**config.mk**
```make
export PLATFORM = sky130hd
export DESIGN_NAME = rpm_shift_light_bar_flat
export DESIGN_NICKNAME = d
export VERILOG_FILES = /design/src/rslb_pkg.sv /design/src/rslb_if.sv /design/src/rpm_shift_light_bar.sv /design/src/flat_wrapper.sv
export SDC_FILE = /design/constraint.sdc
export NUM_CORES = 1
export LEC_CHECK = 0
export BUFFER_PORTS_ARGS = -buffer_cell sky130_fd_sc_hd__buf_4
export CORE_MARGIN = 3
export CORE_UTILIZATION = 42
export DETAILED_ROUTE_END_ITERATION = 8
export GPL_TIMING_DRIVEN = 1
export SYNTH_ARGS = -nofsm -noshare
export SYNTH_HDL_FRONTEND = slang
export SYNTH_SLANG_ARGS = --single-unit
```
**constraint.sdc**
```tcl
create_clock -name clk -period 7.46 [get_ports clk]
set_input_delay 1.119 -clock clk [delete_from_list [all_inputs] [get_ports clk]]
set_output_delay 1.119 -clock clk [all_outputs]
set_load 0.1 [all_outputs]
```
**src/rslb_pkg.sv**
```systemverilog
// rslb_pkg: types, constants and register codes for the shift-light bar driver.
// Used by the channel interfaces and by rpm_shift_light_bar. No dependencies.
`default_nettype none

package rslb_pkg;

	// strip geometry
	localparam int LED_NUMBER = 20;
	localparam int LED_W      = 6;
	localparam int LIT_W      = 7;
	localparam logic [LED_W-1:0] LED_LAST = LED_W'(LED_NUMBER - 1);
	localparam logic [LED_W-1:0] LED_MID  = LED_W'(LED_NUMBER / 2);
	localparam logic [LIT_W-1:0] SPAN_FULL = LIT_W'(LED_NUMBER);
	localparam logic [LIT_W-1:0] SPAN_HALF = LIT_W'(LED_NUMBER / 2);

	// scaling divider
	localparam int RPM_W      = 14;
	localparam int NUM_W      = RPM_W + LIT_W;
	localparam int DIV_CNT_W  = $clog2(NUM_W);
	localparam logic [DIV_CNT_W-1:0] DIV_LAST = DIV_CNT_W'(NUM_W - 1);

	// timing counters
	localparam int CNT_W = 17;
	localparam logic [CNT_W-1:0] CNT_MAX = '1;
	localparam logic [4:0] STEP_MS    = 5'd30;
	localparam logic [9:0] PHASE_LAST = 10'd999;
	localparam logic [9:0] PULSE_HIGH = 10'd600;

	// frame decode
	localparam logic [30:0] RPM_FRAME_ID = 31'h201;
	localparam logic [3:0]  RPM_MIN_LEN  = 4'd2;

	// commands
	localparam logic [1:0] CMD_FRAME  = 2'd0;
	localparam logic [1:0] CMD_TICK   = 2'd1;
	localparam logic [1:0] CMD_RENDER = 2'd2;

	// fill modes
	localparam logic [2:0] MODE_EDGES  = 3'd1;
	localparam logic [2:0] MODE_LEFT   = 3'd2;
	localparam logic [2:0] MODE_RIGHT  = 3'd3;
	localparam logic [2:0] MODE_CENTER = 3'd4;

	// register indexes
	localparam int REG_IDX_W = 3;
	localparam int REG_DATA_W = 16;
	localparam logic [REG_IDX_W-1:0] REG_FILL_MODE    = 3'd0;
	localparam logic [REG_IDX_W-1:0] REG_BLUE_LIMIT   = 3'd1;
	localparam logic [REG_IDX_W-1:0] REG_GREEN_LIMIT  = 3'd2;
	localparam logic [REG_IDX_W-1:0] REG_YELLOW_LIMIT = 3'd3;
	localparam logic [REG_IDX_W-1:0] REG_ORANGE_LIMIT = 3'd4;
	localparam logic [REG_IDX_W-1:0] REG_FULL_SCALE   = 3'd5;
	localparam logic [REG_IDX_W-1:0] REG_SILENCE_MS   = 3'd6;
	localparam logic [REG_IDX_W-1:0] REG_HOLD_MS      = 3'd7;

	typedef struct packed {
		logic [7:0] r;
		logic [7:0] g;
		logic [7:0] b;
	} rgb_t;

	localparam rgb_t RGB_DARK   = '{r: 8'd0,   g: 8'd0,   b: 8'd0};
	localparam rgb_t RGB_BLUE   = '{r: 8'd0,   g: 8'd0,   b: 8'd255};
	localparam rgb_t RGB_GREEN  = '{r: 8'd0,   g: 8'd255, b: 8'd0};
	localparam rgb_t RGB_YELLOW = '{r: 8'd255, g: 8'd255, b: 8'd0};
	localparam rgb_t RGB_ORANGE = '{r: 8'd255, g: 8'd128, b: 8'd0};
	localparam rgb_t RGB_RED    = '{r: 8'd255, g: 8'd0,   b: 8'd0};
	localparam rgb_t RGB_HEAD   = '{r: 8'd255, g: 8'd80,  b: 8'd40};
	localparam rgb_t RGB_TRAIL1 = '{r: 8'd150, g: 8'd18,  b: 8'd0};
	localparam rgb_t RGB_TRAIL2 = '{r: 8'd100, g: 8'd12,  b: 8'd0};
	localparam rgb_t RGB_TRAIL3 = '{r: 8'd50,  g: 8'd6,   b: 8'd0};
	localparam logic [7:0] BASE_BRIGHT = 8'd50;
	localparam logic [7:0] BASE_DIM    = 8'd20;

	typedef struct packed {
		logic [1:0]  command;
		logic [31:0] frame_id;
		logic [3:0]  frame_length;
		logic [7:0]  data_high;
		logic [7:0]  data_low;
	} cmd_item_t;

	typedef struct packed {
		logic [LED_W-1:0] led_index;
		logic [7:0]       red;
		logic [7:0]       green;
		logic [7:0]       blue;
		logic             last_led;
	} led_item_t;

	typedef enum logic [1:0] {
		ST_IDLE,
		ST_DIV,
		ST_LIT,
		ST_EMIT
	} state_t;

endpackage

`default_nettype wire

```
**src/rslb_if.sv**
```systemverilog
// rslb_cmd_if / rslb_led_if: valid-ready channels of the shift-light bar driver.
// Depends on rslb_pkg for the payload types.
`default_nettype none

interface rslb_cmd_if;
	import rslb_pkg::*;
	logic      valid;
	logic      ready;
	cmd_item_t data;
	modport source (output valid, output data, input ready);
	modport sink   (input valid, input data, output ready);
endinterface

interface rslb_led_if;
	import rslb_pkg::*;
	logic      valid;
	logic      ready;
	led_item_t data;
	modport source (output valid, output data, input ready);
	modport sink   (input valid, input data, output ready);
endinterface

`default_nettype wire

```
**src/rpm_shift_light_bar.sv**
```systemverilog
// rpm_shift_light_bar: engine-speed shift-light driver, top level.
// Depends on rslb_pkg and the channel interfaces in rslb_if.sv.
`default_nettype none

// Usage
//   cmd channel (sink): one transaction per command. A frame transaction updates
//   the rpm when the id (bit 31 ignored) is 0x201 and length >= 2, and always
//   clears the silence/error state. A tick transaction marks one millisecond.
//   A render transaction produces LED_NUMBER transactions on the led channel,
//   index 0 first, last_led set on the final one. Command code 3 is dropped.
//   led channel (source): registered output; one LED per cycle while the
//   receiver takes them, holds while it stalls.
//   cfg port: cfg_write with cfg_index/cfg_data, one register per cycle, only
//   while the block is idle.
// Sequencing
//   Frames and ticks are taken back to back. A render of the normal bar is the
//   accept, 21 divide steps, the step that forms the lit count and the output
//   of LED_NUMBER LEDs; the bar length comes from a restoring divider that
//   retires one quotient bit per cycle. Idle pattern and error display skip
//   the divider. cmd.ready is low for the whole render and rises as the last
//   LED enters the output register.
// Reset: asynchronous, arst_n low; registers return to their defaults, rpm 0,
//   no error, scanner at LED 0 heading up and due to step on its first render.
module rpm_shift_light_bar (
	input  wire logic                            clk,
	input  wire logic                            arst_n,
	input  wire logic                            cfg_write,
	input  wire logic [rslb_pkg::REG_IDX_W-1:0]  cfg_index,
	input  wire logic [rslb_pkg::REG_DATA_W-1:0] cfg_data,
	rslb_cmd_if.sink                             cmd,
	rslb_led_if.source                           led
);
	import rslb_pkg::*;

	// configuration
	logic [2:0]       fill_mode_q;
	logic [RPM_W-1:0] blue_limit_q, green_limit_q, yellow_limit_q, orange_limit_q;
	logic [RPM_W-1:0] full_scale_q;
	logic [15:0]      silence_limit_q, hold_ms_q;

	// engine / timeout state
	logic [RPM_W-1:0] engine_rpm_q;
	logic [CNT_W-1:0] silence_count_q, error_age_q;
	logic             error_latched_q, error_shown_q;
	logic [LED_W-1:0] scanner_pos_q;
	logic             scanner_up_q;
	logic [4:0]       step_age_q;
	logic [9:0]       pulse_phase_q;

	// render context, captured when a render is accepted
	state_t           state_q, state_d;
	logic             render_err_q, render_zero_q;
	logic [2:0]       mode_q;
	rgb_t             zone_q;
	logic [7:0]       base_q;
	logic [RPM_W-1:0] den_q, rem_q;
	logic [NUM_W-1:0] num_q;
	logic [DIV_CNT_W-1:0] div_cnt_q;
	logic [LIT_W-1:0] lit_q;
	logic [LED_W-1:0] px_idx_q;

	// output register
	logic             led_valid_q;
	led_item_t        led_data_q;

	logic             cmd_take, load_px, is_render;
	cmd_item_t        item;

	// tick next-state
	logic [CNT_W-1:0] sil_n, age_n;
	logic             over_n, latched_n, shown_n;

	// render setup
	logic [2:0]       mode_n;
	logic [LIT_W-1:0] span_n, span_q;
	logic [RPM_W-1:0] fs_n, clamp_n;
	logic [NUM_W-1:0] prod_n;
	rgb_t             zone_n;
	logic [LED_W-1:0] pos_step, pos_n;
	logic             up_n, step_now;

	// divider step
	logic [RPM_W:0]   trial;
	logic             fits;
	logic [LIT_W-1:0] lit_n;

	// pixel
	logic [LED_W-1:0] scan_dist, mid_dist;
	logic [LIT_W-1:0] px_wide, right_edge;
	logic             on_lit, on_idle;
	rgb_t             px_color;

	assign item      = cmd.data;
	assign cmd.ready = (state_q == ST_IDLE);
	assign cmd_take  = cmd.valid && cmd.ready;
	assign is_render = (item.command == CMD_RENDER);

	// ---------------------------------------------------------------- sequencer
	always_ff @(posedge clk or negedge arst_n) begin
		if (!arst_n) state_q <= ST_IDLE;
		else state_q <= state_d;
	end

	always_comb begin
		state_d = state_q;
		load_px = 1'b0;
		unique case (state_q)
			ST_IDLE: begin
				if (cmd_take && is_render)
					state_d = (error_shown_q || engine_rpm_q == '0) ? ST_EMIT : ST_DIV;
			end
			ST_DIV: begin
				if (div_cnt_q == DIV_LAST) state_d = ST_LIT;
			end
			ST_LIT: state_d = ST_EMIT;
			ST_EMIT: begin
				if (!led_valid_q || led.ready) begin
					load_px = 1'b1;
					if (px_idx_q == LED_LAST) state_d = ST_IDLE;
				end
			end
			default: state_d = ST_IDLE;
		endcase
	end

	// ---------------------------------------------------------------- tick math
	always_comb begin
		sil_n     = (silence_count_q == CNT_MAX) ? silence_count_q : silence_count_q + 1'b1;
		over_n    = sil_n > {1'b0, silence_limit_q};
		latched_n = 1'b0;
		age_n     = '0;
		shown_n   = 1'b0;
		if (over_n) begin
			latched_n = 1'b1;
			if (!error_latched_q) age_n = '0;
			else if (error_age_q != CNT_MAX) age_n = error_age_q + 1'b1;
			else age_n = error_age_q;
			shown_n = error_shown_q || (age_n >= {1'b0, hold_ms_q});
		end
	end

	// ---------------------------------------------------------------- render setup
	always_comb begin
		mode_n = (fill_mode_q >= MODE_EDGES && fill_mode_q <= MODE_CENTER) ?
			fill_mode_q : MODE_EDGES;
		span_n  = (mode_n == MODE_LEFT || mode_n == MODE_RIGHT) ? SPAN_FULL : SPAN_HALF;
		fs_n    = (full_scale_q < RPM_W'(2)) ? RPM_W'(2) : full_scale_q;
		clamp_n = (engine_rpm_q > fs_n) ? fs_n : engine_rpm_q;
		prod_n  = NUM_W'(clamp_n - 1'b1) * NUM_W'(span_n - 1'b1);

		if (engine_rpm_q < blue_limit_q) zone_n = RGB_BLUE;
		else if (engine_rpm_q < green_limit_q) zone_n = RGB_GREEN;
		else if (engine_rpm_q < yellow_limit_q) zone_n = RGB_YELLOW;
		else if (engine_rpm_q < orange_limit_q) zone_n = RGB_ORANGE;
		else zone_n = RGB_RED;

		// scanner advance on a render in error display
		step_now = error_shown_q && (step_age_q >= STEP_MS);
		pos_step = scanner_up_q ? scanner_pos_q + 1'b1 : scanner_pos_q - 1'b1;
		pos_n    = scanner_pos_q;
		up_n     = scanner_up_q;
		if (step_now) begin
			pos_n = pos_step;
			if (pos_step >= LED_LAST) begin
				pos_n = LED_LAST;
				up_n  = 1'b0;
			end else if (pos_step == '0) begin
				up_n = 1'b1;
			end
		end
	end

	assign span_q = (mode_q == MODE_LEFT || mode_q == MODE_RIGHT) ? SPAN_FULL : SPAN_HALF;

	// ---------------------------------------------------------------- divider step
	always_comb begin
		trial = {rem_q, num_q[NUM_W-1]};
		fits  = trial >= {1'b0, den_q};
		// quotient sits in num_q once the divide is done
		if (num_q[NUM_W-1:LIT_W] != '0 || num_q[LIT_W-1:0] >= span_q) lit_n = span_q;
		else lit_n = num_q[LIT_W-1:0] + 1'b1;
	end

	// ---------------------------------------------------------------- state registers
	always_ff @(posedge clk or negedge arst_n) begin
		if (!arst_n) begin
			fill_mode_q     <= MODE_EDGES;
			blue_limit_q    <= RPM_W'(2000);
			green_limit_q   <= RPM_W'(3000);
			yellow_limit_q  <= RPM_W'(4500);
			orange_limit_q  <= RPM_W'(5500);
			full_scale_q    <= RPM_W'(6200);
			silence_limit_q <= 16'd3000;
			hold_ms_q       <= 16'd3000;
			engine_rpm_q    <= '0;
			silence_count_q <= '0;
			error_latched_q <= 1'b0;
			error_age_q     <= '0;
			error_shown_q   <= 1'b0;
			scanner_pos_q   <= '0;
			scanner_up_q    <= 1'b1;
			step_age_q      <= STEP_MS;
			pulse_phase_q   <= '0;
		end else begin
			if (cfg_write) begin
				unique case (cfg_index)
					REG_FILL_MODE:    fill_mode_q     <= cfg_data[2:0];
					REG_BLUE_LIMIT:   blue_limit_q    <= cfg_data[RPM_W-1:0];
					REG_GREEN_LIMIT:  green_limit_q   <= cfg_data[RPM_W-1:0];
					REG_YELLOW_LIMIT: yellow_limit_q  <= cfg_data[RPM_W-1:0];
					REG_ORANGE_LIMIT: orange_limit_q  <= cfg_data[RPM_W-1:0];
					REG_FULL_SCALE:   full_scale_q    <= cfg_data[RPM_W-1:0];
					REG_SILENCE_MS:   silence_limit_q <= cfg_data;
					REG_HOLD_MS:      hold_ms_q       <= cfg_data;
					default: ;
				endcase
			end
			if (cmd_take) begin
				case (item.command)
					CMD_FRAME: begin
						silence_count_q <= '0;
						error_latched_q <= 1'b0;
						error_age_q     <= '0;
						error_shown_q   <= 1'b0;
						if (item.frame_id[30:0] == RPM_FRAME_ID &&
						    item.frame_length >= RPM_MIN_LEN)
							engine_rpm_q <= {item.data_high, item.data_low[7:2]};
					end
					CMD_TICK: begin
						pulse_phase_q   <= (pulse_phase_q == PHASE_LAST) ? '0 :
							pulse_phase_q + 1'b1;
						if (step_age_q < STEP_MS) step_age_q <= step_age_q + 1'b1;
						silence_count_q <= sil_n;
						error_latched_q <= latched_n;
						error_age_q     <= age_n;
						error_shown_q   <= shown_n;
					end
					CMD_RENDER: begin
						if (step_now) begin
							step_age_q    <= '0;
							scanner_pos_q <= pos_n;
							scanner_up_q  <= up_n;
						end
					end
					default: ;
				endcase
			end
		end
	end

	// render context and divider datapath
	always_ff @(posedge clk) begin
		if (cmd_take && is_render) begin
			render_err_q  <= error_shown_q;
			render_zero_q <= (engine_rpm_q == '0);
			mode_q        <= mode_n;
			zone_q        <= zone_n;
			base_q        <= (pulse_phase_q >= PULSE_HIGH) ? BASE_BRIGHT : BASE_DIM;
			den_q         <= fs_n - 1'b1;
			num_q         <= prod_n;
			rem_q         <= '0;
			div_cnt_q     <= '0;
			px_idx_q      <= '0;
		end else begin
			if (state_q == ST_DIV) begin
				rem_q     <= fits ? RPM_W'(trial - {1'b0, den_q}) : trial[RPM_W-1:0];
				num_q     <= {num_q[NUM_W-2:0], fits};
				div_cnt_q <= div_cnt_q + 1'b1;
			end
			if (state_q == ST_LIT) lit_q <= lit_n;
			if (load_px) px_idx_q <= px_idx_q + 1'b1;
		end
	end

	// ---------------------------------------------------------------- pixel colour
	always_comb begin
		scan_dist  = (px_idx_q >= scanner_pos_q) ? px_idx_q - scanner_pos_q :
			scanner_pos_q - px_idx_q;
		mid_dist   = (px_idx_q >= LED_MID) ? px_idx_q - LED_MID : LED_MID - px_idx_q;
		px_wide    = {1'b0, px_idx_q};
		right_edge = SPAN_FULL - lit_q;

		case (mode_q)
			MODE_LEFT:   on_lit = px_wide < lit_q;
			MODE_RIGHT:  on_lit = px_wide >= right_edge;
			MODE_CENTER: on_lit = {1'b0, mid_dist} < lit_q;
			default:     on_lit = (px_wide < lit_q) || (px_wide >= right_edge);
		endcase

		case (mode_q)
			MODE_LEFT:   on_idle = px_idx_q == '0;
			MODE_RIGHT:  on_idle = px_idx_q == LED_LAST;
			MODE_CENTER: on_idle = px_idx_q == LED_MID;
			default:     on_idle = (px_idx_q == '0) || (px_idx_q == LED_LAST);
		endcase

		if (render_err_q) begin
			case (scan_dist)
				LED_W'(0): px_color = RGB_HEAD;
				LED_W'(1): px_color = RGB_TRAIL1;
				LED_W'(2): px_color = RGB_TRAIL2;
				LED_W'(3): px_color = RGB_TRAIL3;
				default:   px_color = '{r: base_q, g: 8'd0, b: 8'd0};
			endcase
		end else if (render_zero_q) begin
			px_color = on_idle ? RGB_BLUE : RGB_DARK;
		end else begin
			px_color = on_lit ? zone_q : RGB_DARK;
		end
	end

	// ---------------------------------------------------------------- output register
	always_ff @(posedge clk or negedge arst_n) begin
		if (!arst_n) led_valid_q <= 1'b0;
		else if (load_px) led_valid_q <= 1'b1;
		else if (led.ready) led_valid_q <= 1'b0;
	end

	always_ff @(posedge clk) begin
		if (load_px) begin
			led_data_q.led_index <= px_idx_q;
			led_data_q.red       <= px_color.r;
			led_data_q.green     <= px_color.g;
			led_data_q.blue      <= px_color.b;
			led_data_q.last_led  <= (px_idx_q == LED_LAST);
		end
	end

	assign led.valid = led_valid_q;
	assign led.data  = led_data_q;

	// ---------------------------------------------------------------- assertions
	a_last_flag: assert property (@(posedge clk) disable iff (!arst_n)
		led.valid && led.data.last_led |-> led.data.led_index == LED_LAST)
		else $error("last_led on wrong index");

	a_render_busy: assert property (@(posedge clk) disable iff (!arst_n)
		cmd_take && is_render |=> state_q != ST_IDLE)
		else $error("render transaction did not start the sequencer");

	a_shown_latched: assert property (@(posedge clk) disable iff (!arst_n)
		error_shown_q |-> error_latched_q)
		else $error("error display without latched error");

	a_lit_range: assert property (@(posedge clk) disable iff (!arst_n)
		state_q == ST_EMIT && !render_err_q && !render_zero_q |->
			lit_q != '0 && lit_q <= span_q)
		else $error("lit count out of range");

endmodule

`default_nettype wire

```
**src/flat_wrapper.sv**
```systemverilog
// flat-port wrapper written by rule: the top's interface ports become plain ports
module rpm_shift_light_bar_flat import rslb_pkg::*;
  (clk, arst_n, cfg_write, cfg_index, cfg_data, cmd_valid, cmd_data, cmd_ready, led_valid, led_data, led_ready);
  rslb_cmd_if cmd_i ();
  rslb_led_if led_i ();
  input  wire logic clk;
  input  wire logic arst_n;
  input  wire logic cfg_write;
  input  wire logic [rslb_pkg::REG_IDX_W-1:0] cfg_index;
  input  wire logic [rslb_pkg::REG_DATA_W-1:0] cfg_data;
  input wire logic [$bits(cmd_i.valid)-1:0] cmd_valid;
  input wire logic [$bits(cmd_i.data)-1:0] cmd_data;
  output wire logic [$bits(cmd_i.ready)-1:0] cmd_ready;
  output wire logic [$bits(led_i.valid)-1:0] led_valid;
  output wire logic [$bits(led_i.data)-1:0] led_data;
  input wire logic [$bits(led_i.ready)-1:0] led_ready;
  assign cmd_i.valid = cmd_valid;
  assign cmd_i.data = cmd_data;
  assign cmd_ready = cmd_i.ready;
  assign led_valid = led_i.valid;
  assign led_data = led_i.data;
  assign led_i.ready = led_ready;
  rpm_shift_light_bar u_core (.clk(clk), .arst_n(arst_n), .cfg_write(cfg_write), .cfg_index(cfg_index), .cfg_data(cfg_data), .cmd(cmd_i), .led(led_i));
endmodule
```
==> results.cfg <==
[worst_setup_path]
reg2reg_slack_ns = -0.03
critPathMaxFanout = 5
critical_path_class = register to register
crit_end = u_core.num_q[17]
max_stage_delay_ns = 0.50
reg2reg_depth = 32
timing.rr.end = u_core.num_q[17]
worstSetupStartpoint = u_core.full_scale_q[11]
critPathRequiredTime_ns = 7.73
end_kind = register
cp_common_cell = ha_4
arrival_ns = 7.76
worstReg2RegStart = u_core.full_scale_q[11]
critPathSlowestCell = fa_1
startpoint_type = register

[logic_synthesis]
yosys-top-cells-area = dfrtp_1, ha_1, edfxtp_1, dfstp_2, mux2_2
synthesis.area_sq_mm = 0.01964
synth-edff-count = 76
yosysUniqueCellTypes = 84
synth-seq-area-share_pct = 37.43
syn_area_per_cell_sq_um = 9.570
synth.top_cell.area_share_pct = 16.44
synthFlopType = dfrtp_1
yosysWarnings = 0
async_reset_ff_share_pct = 64.06
synth_top_area_cell = dfrtp_1
synthCells = 2052
ys_seq_elements = 281

[placed_design]
post-place-cells = 2762
port_buffers = 106
place_hpwl_um = 34770
gp_congestion = 0.8221
dp_slack_ns = -0.2418

[route]
wire_per_inst_um = 16.40
dr.pass1.iters = 5
ant_nets = 0
via_per_inst = 5.226
drtIter0Drc = 814
vias = 14874
routed_wl_um = 46690
route.detailed.drc = 0

[clocking]
postCtsHoldBufs = 0
clkSinkCount = 281
clock_path_buffers = 3
cts_root_buffer = clkbuf_16
cts_htree_levels = 2
cts_buffers = 35
clock_latency_ns = 0.56
cts.clk_slew.worst_paths_ns = 0.06
cts_tree = yes

[floorplan]
die_h_um = 222.2
pin_count = 111
coreArea_sq_mm = 0.04577
num_rows = 78
die_area_sq_mm = 0.04939
initial_utilization_pct = 42.90
die_w_um = 222.2

[pwr]
p_leak_nw = 10.96
power_mw = 6.490
power_per_cell_area_mw_per_mm2 = 280.0
ir_worst_vdd_v = 0.0002691

[final_layout]
final_core_util_pct = 50.63
drive_above_1_share_pct = 20.79
layout.cells.non_filler = 2846
multi_input_area_sq_mm = 0.01147
antennaDiodeCount = 0
ff_latch_area_sq_mm = 0.007351
nNetsFinal = 2570
fillers = 4160
syn_to_final_growth_pct = 18.01

[sta]
maxSlewHeadroom_pct = 28.91
final.setup.worst_slack_ns = -0.03073
fin_crit_ns = 7.491
fin_worst_skew_ns = 0.02697
grt_setup_unrepaired = yes
holdWs_ns = 0.4875
setup_viol = 2
worstMarginPinSlew_ns = 1.051
drv_slew = 0
hold_violations = 0
max_freq_mhz = 133.5
final.period_utilization_pct = 100.4

[worst_hold_path]
hold_start = u_core.rem_q[13]
hp-class = register to register

[run_status]
violations = negative setup slack
status = complete, but fails checks

[global_route]
grt-ovfl-total = 0
grt_pass1_wl_um = 77200
antenna_found_initial = 0
grt_max_degree = 82
grt_usage_pct = 18.92
grt_pass1_vias = 15152

[flow_run]
max-cap-violations = 0
where the power goes:
group	switching (mW)	internal [mW]	leakage (nW)
Combinational	1.53	0.965	7.29
Clock	0.674	1.03	0.575
Sequential	0.261	2.04	3.10
Total	2.46	4.03	11.0
flip-flops by register name, summed over array words and instances, names as in the netlist, 10 cells and up:
name / count
u_core.silence_count_q: 17
u_core.engine_rpm_q: 14
u_core.full_scale_q: 14
u_core.yellow_limit_q: 14
u_core.hold_ms_q: 16
u_core.orange_limit_q: 14
u_core.silence_limit_q: 16
u_core.green_limit_q: 14
u_core.den_q: 14
u_core.pulse_phase_q: 10
u_core.num_q: 21
u_core.led.data: 23
u_core.error_age_q: 17
u_core.rem_q: 14
u_core.blue_limit_q: 14
metrics by stage:
| step | setup TNS, ns | cell area [sq um] |
|---|---|---|
| finish | -0.03425 | 23170 |
| global route | -1.645 | 23170 |
| CTS | -0.4375 | 22870 |
| detailed placement | -0.7259 | 21560 |
| global placement | -0.1559 | 21560 |
| floorplan | -0.06031 | 19780 |
worst max-delay path: cells and delay by family, from the launching register on:
family / cells / cell delay (ns)
compound gates: 11 / 2.20
fa+ha+maj: 8 / 2.42
flops: 1 / 0.38
xor+xnor: 1 / 0.19
simple gates: 7 / 1.67
buf+inv: 5 / 0.35
how the worst min path moves through the flow:
stage | end | slack, ns | cells after the start
2_1_floorplan | u_core.rem_q[13] | 0.44 | 2
3_3_place_gp | u_core.rem_q[13] | 0.46 | 2
3_5_place_dp | u_core.rem_q[13] | 0.48 | 2
4_1_cts | u_core.rem_q[13] | 0.49 | 2
5_1_grt | u_core.rem_q[13] | 0.52 | 2
6_report | u_core.rem_q[13] | 0.49 | 2
synth_stat cells, types with 15 or more instances:
library cell,number
a21o_1,51
a21oi_1,105
and2_1,18
clkbuf_1,54
dfrtp_1,129
dfstp_2,51
dfxtp_1,25
edfxtp_1,76
fa_1,20
ha_1,253
inv_1,244
mux2_2,84
mux2i_1,26
nand2_1,176
nand2b_1,22
nand3_1,37
nand4_1,28
nor2_1,129
nor2b_1,22
nor3_1,29
nor4_1,19
o21a_1,15
o21ai_0,134
xnor2_1,71
xor2_1,44
logic make-up after synthesis:
kind of cell / count (synthesis) / share of synthesized area (%)
and+or+nand+nor: 534 / 13.39
adders and majority gates: 273 / 18.16
DFF: 281 / 37.43
muxes: 113 / 6.346
xor gates and xnor gates: 115 / 5.129
other: 1 / 0.01910
buffers and inverters: 318 / 6.308
AOI/OAI and AO/OA: 417 / 13.22
metal layers:
| layer | global-route usage, % | vias up | wire (um) |
|---|---|---|---|
| met2 | 32.07 | 186 | 22140 |
| met4 | 5.717 | 0 | 1227 |
| met5 | 0 | - | 0 |
| met1 | 25.19 | 7151 | 21870 |
| met3 | 2.669 | 69 | 1449 |
| li1 | - | 7468 | - |
placed cells by master (no fill, tap or decap), drive strengths merged, types with 31 or more instances in the layout:
master	n
ha	253
inv	248
nor2	129
a21oi	105
nand2	176
edfxtp	76
mux2	86
xnor2	71
nand3	38
clkbuf	55
nor3	31
xor2	44
dfrtp	129
buf	199
o21ai	142
dfstp	51
a21o	51
timing repair:
action                                  CTS  global route
gates resized for setup                  15            41
endpoints found under the setup margin    4            10
gates cloned                              0             0
setup buffers                            10            10
pin swaps                                29            47
final cells by class:
cell class                      instances  area share, %
Inverter                              248          4.017
Clock inverter                          9         0.3725
Multi-Input combinational cell       1454          49.49
Timing Repair Buffer                  199          6.527
Sequential cell                       281          31.72
Tap cell                              600          3.239
Clock buffer                           55          4.632
Note: power is estimated with default switching activity, not from simulation.
